### src/design/sft2d_pkg.sv
// Shared types and constants for the 2D spring force and torque pipeline.
// Used by the square-root cell, the divider cell and the top level.
package sft2d_pkg;

  // Field widths.
  localparam int CW  = 32;  // coordinate and result width
  localparam int LW  = 33;  // spring length, offsets and magnitudes of differences
  localparam int SQW = 67;  // square-root remainder
  localparam int QW  = 32;  // quotient bits produced by the divider chain

  // Configuration register indexes and reset values.
  localparam logic CFG_STIFFNESS = 1'b0;
  localparam logic CFG_REST_LEN  = 1'b1;
  localparam logic signed [31:0] STIFF_RESET = 32'sd65536;
  localparam logic [30:0]        REST_RESET  = 31'd65536;

  // Per-item values that ride alongside the square-root chain.
  typedef struct packed {
    logic signed [LW-1:0] r1x;
    logic signed [LW-1:0] r1y;
    logic signed [LW-1:0] r2x;
    logic signed [LW-1:0] r2y;
    logic [LW-1:0]        dxm;
    logic [LW-1:0]        dym;
    logic                 dxn;
    logic                 dyn;
  } side_t;

  // Square-root cell payload: partial remainder, partial root and side data.
  typedef struct packed {
    logic [SQW-1:0] rem;
    logic [LW-1:0]  root;
    side_t          side;
  } sqrt_t;

  // Values needed after the length is known.
  typedef struct packed {
    logic [LW-1:0] len;
    logic          zero;
    logic          negx;
    logic          negy;
    side_t         side;
  } mid_t;

  // One lane of the restoring divider.
  typedef struct packed {
    logic          over;
    logic [LW-1:0] rem;
    logic [QW-1:0] lowb;
    logic [QW-1:0] quo;
  } div_lane_t;

  // Divider cell payload: both force components share the divisor.
  typedef struct packed {
    div_lane_t lx;
    div_lane_t ly;
    mid_t      mid;
  } div_t;

  // Result held in the output register and skid stage.
  typedef struct packed {
    logic [CW-1:0] twist_two;
    logic [CW-1:0] twist_one;
    logic [CW-1:0] push_y;
    logic [CW-1:0] push_x;
    logic          zero;
  } res_t;

endpackage

### src/design/sft2d_sqrt_cell.sv
// One cell of the square-root chain: decides one root bit per item.
// Depends on sft2d_pkg for the payload type.
module sft2d_sqrt_cell #(
  parameter int BIT = 0
) (
  input  logic              clk,
  input  logic              rst_n,
  input  logic              en,
  input  logic              in_valid,
  input  sft2d_pkg::sqrt_t  in_data,
  output logic              out_valid,
  output sft2d_pkg::sqrt_t  out_data
);
  import sft2d_pkg::*;

  localparam logic [SQW-1:0] SQ_BIT   = SQW'(1) << (2 * BIT);
  localparam logic [LW-1:0]  ROOT_BIT = LW'(1) << BIT;

  logic [SQW-1:0] trial;
  logic           fits;
  sqrt_t          data_nxt;
  sqrt_t          data_r;
  logic           valid_r;

  // Trial square growth is 2*root*2^BIT + 2^(2*BIT); keep the bit if it fits.
  always_comb begin
    trial    = (SQW'(in_data.root) << (BIT + 1)) + SQ_BIT;
    fits     = in_data.rem >= trial;
    data_nxt = in_data;
    if (fits) begin
      data_nxt.rem  = in_data.rem - trial;
      data_nxt.root = in_data.root | ROOT_BIT;
    end
  end

  always_ff @(posedge clk) begin
    if (!rst_n) begin
      valid_r <= 1'b0;
    end else if (en) begin
      valid_r <= in_valid;
    end
  end

  always_ff @(posedge clk) begin
    if (en) begin
      data_r <= data_nxt;
    end
  end

  assign out_valid = valid_r;
  assign out_data  = data_r;

endmodule

### config.mk
export PLATFORM = sky130hd
export DESIGN_NAME = sft2d_sqrt_cell
export DESIGN_NICKNAME = d
export VERILOG_FILES = /design/src/design/sft2d_pkg.sv /design/src/design/sft2d_sqrt_cell.sv
export SDC_FILE = /design/constraint.sdc
export NUM_CORES = 1
export LEC_CHECK = 0
export BUFFER_PORTS_ARGS = -buffer_cell sky130_fd_sc_hd__buf_2
export CORE_AREA = 3 3 231 233
export CTS_BUF_LIST = sky130_fd_sc_hd__clkbuf_4
export DETAILED_ROUTE_END_ITERATION = 12
export DIE_AREA = 0 0 234 236
export GPL_TIMING_DRIVEN = 0
export HOLD_SLACK_MARGIN = 0.1
export PLACE_DENSITY = 0.45
export SLEW_MARGIN = 10
export SYNTH_ARGS = -nofsm -noshare
export SYNTH_HDL_FRONTEND = slang
export SYNTH_SLANG_ARGS = --single-unit
### constraint.sdc
create_clock -name clk -period 7.05 [get_ports clk]
set_input_delay 0.3525 -clock clk [delete_from_list [all_inputs] [get_ports clk]]
set_output_delay 0.3525 -clock clk [all_outputs]
set_load 0.02 [all_outputs]
==> flow_summary.yaml <==
run_status:
  status: "finished clean"
timing:
  clock_skew_ns: 0
  fin_crit_sh: 0.649
  grt_setup_unrepaired: "false"
  hold-worst-slack_ns: 0.270
  tightestPinTransition_ns: 1.02
  setup_tns_ns: 0
  setup_ws_ns: 2.47
  drv_slew: 0
  layout_min_cycle_time_ns: 4.58
  worst_slew_margin_rel: 0.314
  final_hold_viol_count: 0
  setup_viol: 0
  fmax_mhz: 218
critical_path:
  crit_fanout: 7
  cp-end-kind: "flop"
  startpoint: "in_data[200]"
  start_kind: "input port"
  ff2ff_path_depth: 3
  ff2ff_setup_slack_ns: 5.89
  reg2reg_to: "out_valid$_SDFFE_PN0P_"
  critPathKind: "in2reg"
  cp.arrival_ns: 5.12
  r2r_start: "out_valid$_SDFFE_PN0P_"
  crit_required_ns: 7.59
placed_design:
  io_buffers: 603
  dp_slack_ns: 2.67
  gp_congestion: 0.869
  post-dp-hpwl_mm: 43.5
clock_tree:
  cts_htree_levels: 3
  cts_buffers: 88
  cts_tree: "done"
  path_clk_slew_ns: 0.06
  clock_sinks: 301
  clk_latency_ns: 0.78
  cts_setup_buffers: 0
  cts_buffer_depth: 3
  clockRootBuffer: "clkbuf_4"
run:
  maxCapViolCount: 0
synthesis:
  ys_seq_area_frac: 0.727
  avgSynthCellArea_um2: 14.6
  synth_nets: 1187
  synthesis.area_um2: 12400
  yosysWarnings: 0
  syn_inst: 848
  yosysUniqueCellTypes: 62
  synth_edf_count: 300
  ys.flop_type: "edfxtp_1"
  synth_seq_cells: 301
  ys_async_sr_fraction: 0
layout:
  drive_above_1_share: 0.403
  layout_commonest_cell: "buf_2"
  final_cell_mix: "614 x buf_2, 322 x dlygate4sd3_1, 300 x edfxtp_1"
  layout.nets: 2205
  areaGrowthSynthToFinish_pct: 66.9
  final_util: 0.403
global_route:
  grt-ovfl-total: 0
  antenna_found_initial: 14
  grt_pass1_wl_mm: 80.8
  grt_max_degree: 105
  grt_pass1_vias: 12400
  grtUsageTotal: 0.200
floorplan:
  die_y_um: 236
  die_area_um2: 55200
  core_region_area_um2: 51400
  fp.dieW_um: 234
  start_util: 0.242
  ios: 605
  rows: 83
detailed_routing:
  drcViolationCount: 0
  drt_iter0_markers: 589
  ant_nets: 0
  post_drt_wl_per_cell_um: 21.8
  finalWirelength_mm: 57.0
  drt-vias-per-instance: 4.37
  drt_pass1_iterations: 5
  vias: 11500
power:
  cellLeakagePower_nw: 8.76
  p_total_mw: 4.81
  vdd_ir_drop_max_mv: 0.116
  pwr_density_cell_nw_per_um2: 232
min_path:
  hold_depth: 2
  hold_start: "in_data[147]"
  hold_class: "in2reg"
  holdPathEnd: "out_data[147]$_DFFE_PP_"
repair_timing:
item                                   CTS  global route
endpoints found under the hold margin  349             0
hold buffers                           322             0
resized for setup                        0             0
flip-flops by register name, indices dropped and copies added (netlist names):
register	count
out_valid	1
out_data	300
critical path, stage by stage:
cell and delay, ns:
dlygate4sd3_1 0.57, buf_2 0.15, inv_1 0.05, ha_1 0.32
a211oi_1 0.26, o21bai_1 0.19, a211oi_2 0.63, o22ai_2 0.27
or2_1 0.31, or4_1 0.46, buf_2 0.20, o21ai_0 0.15
dlygate4sd3_1 0.55, o21ai_0 0.07, dlygate4sd3_1 0.56
layer usage:
metal / share of wire / up-vias / wire, um / GRT usage
met5: 0.00067 / - / 38 / 0
met4: 0.058 / 6 / 3310 / 0.114
met3: 0.073 / 128 / 4170 / 0.0604
met2: 0.50 / 511 / 28500 / 0.347
met1: 0.37 / 5492 / 21000 / 0.215
li1: - / 5325 / - / -
final cells by class:
type / count / area (um^2)
Clock inverter: 26 / 131
Sequential cell: 301 / 9030
Timing Repair Buffer: 928 / 6330
Clock buffer: 128 / 961
Tap cell: 680 / 851
Fill cell: 5086 / 30700
Antenna cell: 12 / 30.0
Buffer: 28 / 136
Multi-Input combinational cell: 477 / 3100
Inverter: 42 / 158
synth_stat cells, drive strengths merged, types with 9 or more instances:
| cell type | number | area share |
|---|---|---|
| nor2 | 59 | 0.018 |
| o21ai | 36 | 0.015 |
| nand4 | 23 | 0.012 |
| ha | 34 | 0.034 |
| buf | 16 | 0.0073 |
| edfxtp | 300 | 0.73 |
| nand2 | 48 | 0.015 |
| inv | 42 | 0.013 |
| nand3 | 13 | 0.0052 |
| nor3 | 21 | 0.0093 |
| nor4 | 13 | 0.0076 |
| a21oi | 70 | 0.028 |
| or3 | 11 | 0.0059 |
| xnor2 | 32 | 0.023 |
| clkbuf | 12 | 0.0037 |
| xor2 | 31 | 0.022 |
| a211oi | 9 | 0.0058 |
where the power goes:
group | switching, mW | internal (mW) | leakage, nW
registers | 0.0397 | 2.16 | 2.94
clock network | 0.797 | 0.837 | 0.650
logic | 0.591 | 0.385 | 5.17
total | 1.43 | 3.38 | 8.76
logic make-up (layout without fill, tap and decap cells):
| family | after synthesis | count (layout) | share of synthesized area |
|---|---|---|---|
| flip-flops | 301 | 301 | 0.727 |
| AND/OR/NAND/NOR | 222 | 222 | 0.0926 |
| AO/OA/AOI/OAI | 154 | 154 | 0.0735 |
| buffers and inverters | 70 | 1152 | 0.0237 |
| XOR/XNOR | 63 | 63 | 0.0450 |
| adder cells (fa/ha/maj) | 35 | 35 | 0.0359 |
| multiplexers | 3 | 3 | 0.00252 |
| other | 0 | 12 | 0 |
per-stage QoR:
step,instance area [um^2],instances
after floorplan,12400,848
after global placement,16300,2131
after detailed placement,16400,2134
after CTS,20700,2610
after global routing,20700,2619
final,20700,2622
worst max-delay path by stage:
stage | to | slack [ns] | cells after the start
2_1_floorplan | out_data[272]$_DFFE_PP_ | 3.92 | 11
3_3_place_gp | out_valid$_SDFFE_PN0P_ | 0.95 | 3
3_5_place_dp | out_data[281]$_DFFE_PP_ | 2.67 | 13
4_1_cts | out_data[286]$_DFFE_PP_ | 2.55 | 15
5_1_grt | out_data[286]$_DFFE_PP_ | 2.27 | 16
6_report | out_data[286]$_DFFE_PP_ | 2.47 | 15
Note: power is estimated with default switching activity, not from simulation.
