===== src/design/sft2d_pkg.sv =====
// Shared types and constants for the 2D spring force and torque pipeline.
// Used by the square-root cell, the divider cell and the top level.
package sft2d_pkg;

  // Field widths.
  localparam int CW  = 32;  // coordinate and result width
  localparam int LW  = 33;  // spring length, offsets and magnitudes of differences
  localparam int SQW = 67;  // square-root remainder
  localparam int QW  = 32;  // quotient bits produced by the divider chain

  // Configuration register indexes and reset values.
  localparam logic CFG_STIFFNESS = 1'b0;
  localparam logic CFG_REST_LEN  = 1'b1;
  localparam logic signed [31:0] STIFF_RESET = 32'sd65536;
  localparam logic [30:0]        REST_RESET  = 31'd65536;

  // Per-item values that ride alongside the square-root chain.
  typedef struct packed {
    logic signed [LW-1:0] r1x;
    logic signed [LW-1:0] r1y;
    logic signed [LW-1:0] r2x;
    logic signed [LW-1:0] r2y;
    logic [LW-1:0]        dxm;
    logic [LW-1:0]        dym;
    logic                 dxn;
    logic                 dyn;
  } side_t;

  // Square-root cell payload: partial remainder, partial root and side data.
  typedef struct packed {
    logic [SQW-1:0] rem;
    logic [LW-1:0]  root;
    side_t          side;
  } sqrt_t;

  // Values needed after the length is known.
  typedef struct packed {
    logic [LW-1:0] len;
    logic          zero;
    logic          negx;
    logic          negy;
    side_t         side;
  } mid_t;

  // One lane of the restoring divider.
  typedef struct packed {
    logic          over;
    logic [LW-1:0] rem;
    logic [QW-1:0] lowb;
    logic [QW-1:0] quo;
  } div_lane_t;

  // Divider cell payload: both force components share the divisor.
  typedef struct packed {
    div_lane_t lx;
    div_lane_t ly;
    mid_t      mid;
  } div_t;

  // Result held in the output register and skid stage.
  typedef struct packed {
    logic [CW-1:0] twist_two;
    logic [CW-1:0] twist_one;
    logic [CW-1:0] push_y;
    logic [CW-1:0] push_x;
    logic          zero;
  } res_t;

endpackage


===== src/design/sft2d_div_cell.sv =====
// One cell of the restoring divider chain: one quotient bit for each of two lanes.
// Depends on sft2d_pkg for the payload type.
module sft2d_div_cell #(
  parameter int BIT = 0
) (
  input  logic            clk,
  input  logic            rst_n,
  input  logic            en,
  input  logic            in_valid,
  input  sft2d_pkg::div_t in_data,
  output logic            out_valid,
  output sft2d_pkg::div_t out_data
);
  import sft2d_pkg::*;

  div_t data_nxt;
  div_t data_r;
  logic valid_r;

  // Shift in the next dividend bit and subtract the length when it fits.
  function automatic div_lane_t div_step(div_lane_t l, logic [LW-1:0] len);
    logic [LW:0] part;
    div_lane_t   o;
    o    = l;
    part = {l.rem, l.lowb[BIT]};
    if (part >= {1'b0, len}) begin
      o.rem      = LW'(part - {1'b0, len});
      o.quo[BIT] = 1'b1;
    end else begin
      o.rem = part[LW-1:0];
    end
    return o;
  endfunction

  always_comb begin
    data_nxt    = in_data;
    data_nxt.lx = div_step(in_data.lx, in_data.mid.len);
    data_nxt.ly = div_step(in_data.ly, in_data.mid.len);
  end

  always_ff @(posedge clk) begin
    if (!rst_n) begin
      valid_r <= 1'b0;
    end else if (en) begin
      valid_r <= in_valid;
    end
  end

  always_ff @(posedge clk) begin
    if (en) begin
      data_r <= data_nxt;
    end
  end

  assign out_valid = valid_r;
  assign out_data  = data_r;

endmodule


===== config.mk =====
export PLATFORM = sky130hd
export DESIGN_NAME = sft2d_div_cell
export DESIGN_NICKNAME = d
export VERILOG_FILES = /design/src/design/sft2d_pkg.sv /design/src/design/sft2d_div_cell.sv
export SDC_FILE = /design/constraint.sdc
export NUM_CORES = 1
export LEC_CHECK = 0
export ABC_AREA = 0
export BUFFER_PORTS_ARGS = -buffer_cell sky130_fd_sc_hd__buf_2
export CORE_AREA = 8 8 334 336
export CTS_BUF_LIST = sky130_fd_sc_hd__clkbuf_8 sky130_fd_sc_hd__clkbuf_16
export DETAILED_ROUTE_END_ITERATION = 12
export DIE_AREA = 0 0 342 344
export PLACE_DENSITY = 0.46
export SLEW_MARGIN = 20
export SYNTH_ARGS = -nofsm -noshare
export SYNTH_HDL_FRONTEND = slang
export SYNTH_SLANG_ARGS = --single-unit

===== constraint.sdc =====
create_clock -name clk -period 4.24 [get_ports clk]
set_input_delay 1.272 -clock clk [delete_from_list [all_inputs] [get_ports clk]]
set_output_delay 1.272 -clock clk [all_outputs]
set_load 0.005 [all_outputs]

==> results.tsv <==
metric	value	unit
outcome	complete, no violations	
Max rail drop VDD	0.0002709	V
Clk pin slew, worst setup/hold paths	0.06	ns
max-slew headroom at the worst pin	52.84	%
net count after synthesis	1636	
total global-route track usage	17.42	%
number of flops mapped to enable cells by yosys	432	
final core utilization	24.52	%
type of the most critical hold path	reg -> reg	
Clk Latency, worst-skew pair	0.62	ns
Avg Synthesized Cell Area	15.62	um^2
yosys synthesis warning count	0	
share of the clock period used by the worst path	86.32	%
register bit total from synthesis	433	
area of combinational cells with multiple inputs	4353	um^2
Max Freq	273.2	MHz
number of standard cells in the final layout excluding fillers	3564	
nets@finish	2589	
Vias	14286	
Die Span X	342	um
wire length of the first global-routing pass	137.1	mm
DP Wirelength	92.89	mm
cell count after synthesis	1132	
Die Height	344	um
initial antenna violation count	112	
total gr overflow	0	
flip-flop and latch area	12990	um^2
number of global-route vias before repair	14079	
clock sink total	433	
largest cells by area after synthesis	sky130_fd_sc_hd__edfxtp_1 (73%), sky130_fd_sc_hd__ha_1 (4.7%), sky130_fd_sc_hd__a21oi_1 (2.5%)	
largest fanout of any net on the critical path	19	
layout overhead on the synthesized area	47.42	%
Resize count post-CTS	0	
final weighted congestion in routability-driven placement	0.9101	
routed length per instance	30.49	um
Placed Instances	3432	
FF-to-FF setup slack	3.65	ns
Seq/Total Area, Yosys	73.49	%
number of setup buffers added after CTS	0	
R2R Path Start	out_valid	
first-pass iteration count of the detailed router	5	
antenna-violating nets left	0	
most area-hungry cell type in the Yosys netlist	sky130_fd_sc_hd__edfxtp_1	
Hold Buf Count CTS	0	
number of buffers on the longest clock path	3	
Tmin final	3.660	ns
mapped cell area	17680	um^2
Synth Flop Type	sky130_fd_sc_hd__edfxtp_1	
maximum clock skew at final layout	0	ns
post-detailed-route DRC marker count	0	
core outline area	106300	um^2
full die area	117600	um^2
clk root buf	sky130_fd_sc_hd__clkbuf_16	
worst-case reg-to-reg path depth	2	
number of buffers created by CTS	54	
origin of the worst min-delay path	out_valid	
number of failing setup endpoints in the final timing report	0	
worst-case hold path end point	out_valid	
TritonCTS clock tree	yes	
power density over the cells	461.2	nW/um^2
pin count of the biggest net entering global routing	75	
r2r endpoint	out_valid	
Core Rows	120	
WP data arrival	4.02	ns
max-capacitance violation count	0	
detailed router's first-iteration violation count	869	
ports placed on the boundary	869	
Pleak	11.07	nW
via density per instance	4.008	
final total negative setup slack	0	ns
Routed WL	108.7	mm
share of synthesized registers carrying an async set or reset	0	%
Hold Fails Final Rpt	0	
worst-margin pin slew	0.7074	ns
Fill cells	11391	
critical setup path kind	in -> reg	
initial core utilization	16.63	%
post-route design area	26060	um^2
layout cell share with drive strength beyond 1	48.68	%
Worst Setup End Kind	flip-flop	
worst hold stages	2	
setup repair after global routing missed its margin	false	
post-placement cell area	24170	um^2
I/O Buffers	868	
Startpoint Class	primary input	
Data required, critical path	4.60	ns
Yosys top cell area share	73.38	%
H-tree depth reported by CTS	2	
Slew Limit Fails	0	
post-synthesis cell type count	71	
## through the flow
stage          worst slack (ns)  power (W)  hold slack (ns)
6_report                 0.5801    0.01202           0.5215
5_1_grt                  0.2458    0.01253           0.5886
3_3_place_gp           -0.06521   0.007368           0.4975
2_1_floorplan            0.4048   0.006047           0.5073
4_1_cts                  0.5816    0.01228           0.5371
3_5_place_dp           -0.07735   0.007360           0.5248
## report_power, final
part / leakage, nW / internal, W / switching (W)
Sequential: 4.24 / 0.00518 / 0.000124
Clock: 0.896 / 0.00281 / 0.00198
Combinational: 5.94 / 0.000771 / 0.00116
## cell families (layout without fill, tap and decap cells)
group                    after synthesis  in the layout  share of synthesized area, %
buffers and inverters                 76           1072                         1.925
AND/OR/NAND/NOR                      210            210                         5.782
AO/OA/AOI/OAI                        272            272                         10.07
other                                  0             33                             0
adder cells (fa/ha/maj)               68             68                         4.898
multiplexers                          15             15                        0.9554
XOR/XNOR                              58             58                         2.874
flip-flops                           433            433                         73.49
## state kept, by name (all words and copies together), names as in the netlist
| signal | count |
|---|---|
| out_valid | 1 |
| out_data | 432 |
## critical path, cell delays in order
cell,delay (ns)
sky130_fd_sc_hd__buf_2,0.16
sky130_fd_sc_hd__ha_1,0.17
sky130_fd_sc_hd__inv_1,0.05
sky130_fd_sc_hd__fa_1,0.38
sky130_fd_sc_hd__a211oi_1,0.33
sky130_fd_sc_hd__o21ai_1,0.23
sky130_fd_sc_hd__a211oi_1,0.33
sky130_fd_sc_hd__a21o_1,0.23
sky130_fd_sc_hd__o211ai_2,0.15
sky130_fd_sc_hd__o22ai_4,0.16
sky130_fd_sc_hd__buf_12,0.18
sky130_fd_sc_hd__buf_4,0.22
sky130_fd_sc_hd__o21ai_0,0.13
## cell type report
type	count	share of cell area, %
Clock inverter	45	1.757
Timing Repair Buffer	930	18.83
Multi-Input combinational cell	623	16.70
Antenna cell	33	0.3169
Tap cell	1403	6.736
Clock buffer	54	5.185
Inverter	43	0.6193
Sequential cell	433	49.85
## per-layer routing
layer	up-vias	GRT usage, %	share of wire (%)	wire length [um]
li1	6324	-	-	-
met1	6962	18.17	35	37780
met2	736	29.96	48	52330
met3	208	10.54	14	15200
met4	56	3.908	2.8	2999
met5	-	0	0.32	345
## how the worst max path moves through the flow
stage | cells after the start | endpoint | from | slack, ns
after global placement | 14 | out_data[405] | in_data[366] | -0.07
final | 13 | out_data[402] | in_data[203] | 0.58
after floorplan | 11 | out_data[301] | in_data[268] | 0.40
after global routing | 14 | out_data[402] | in_data[366] | 0.25
after detailed placement | 14 | out_data[407] | in_data[366] | -0.08
after CTS | 14 | out_data[402] | in_data[366] | 0.58
## synthesized netlist by cell type, drive strengths merged, types with 2 or more instances
master	n
xor2	30
ha	66
nor3	8
nor4	4
and2	9
o21a	6
a211oi	9
fa	2
o31a	3
a31o	4
buf	15
o41ai	4
o21bai	3
a31oi	7
inv	43
nor2	54
a21o	47
o31ai	6
xnor2	28
nor2b	6
o211ai	7
mux2i	3
and3	7
nand3	9
and4	7
nand2b	11
or2	3
o311ai	2
clkbuf	17
o21ai	67
a21oi	89
mux2	12
edfxtp	432
nand4	19
o211a	2
nand3b	4
nand2	67
o22ai	2
## placed cells by master, fill, tap and decap left out, drive strengths merged, types with 30 or more instances in the layout
cell type / count
a21o: 47
a21oi: 89
buf: 930
clkbuf: 54
diode: 33
edfxtp: 432
ha: 66
inv: 56
nand2: 67
nor2: 54
o21ai: 67
xor2: 30
Note: power is estimated with default switching activity, not from simulation.
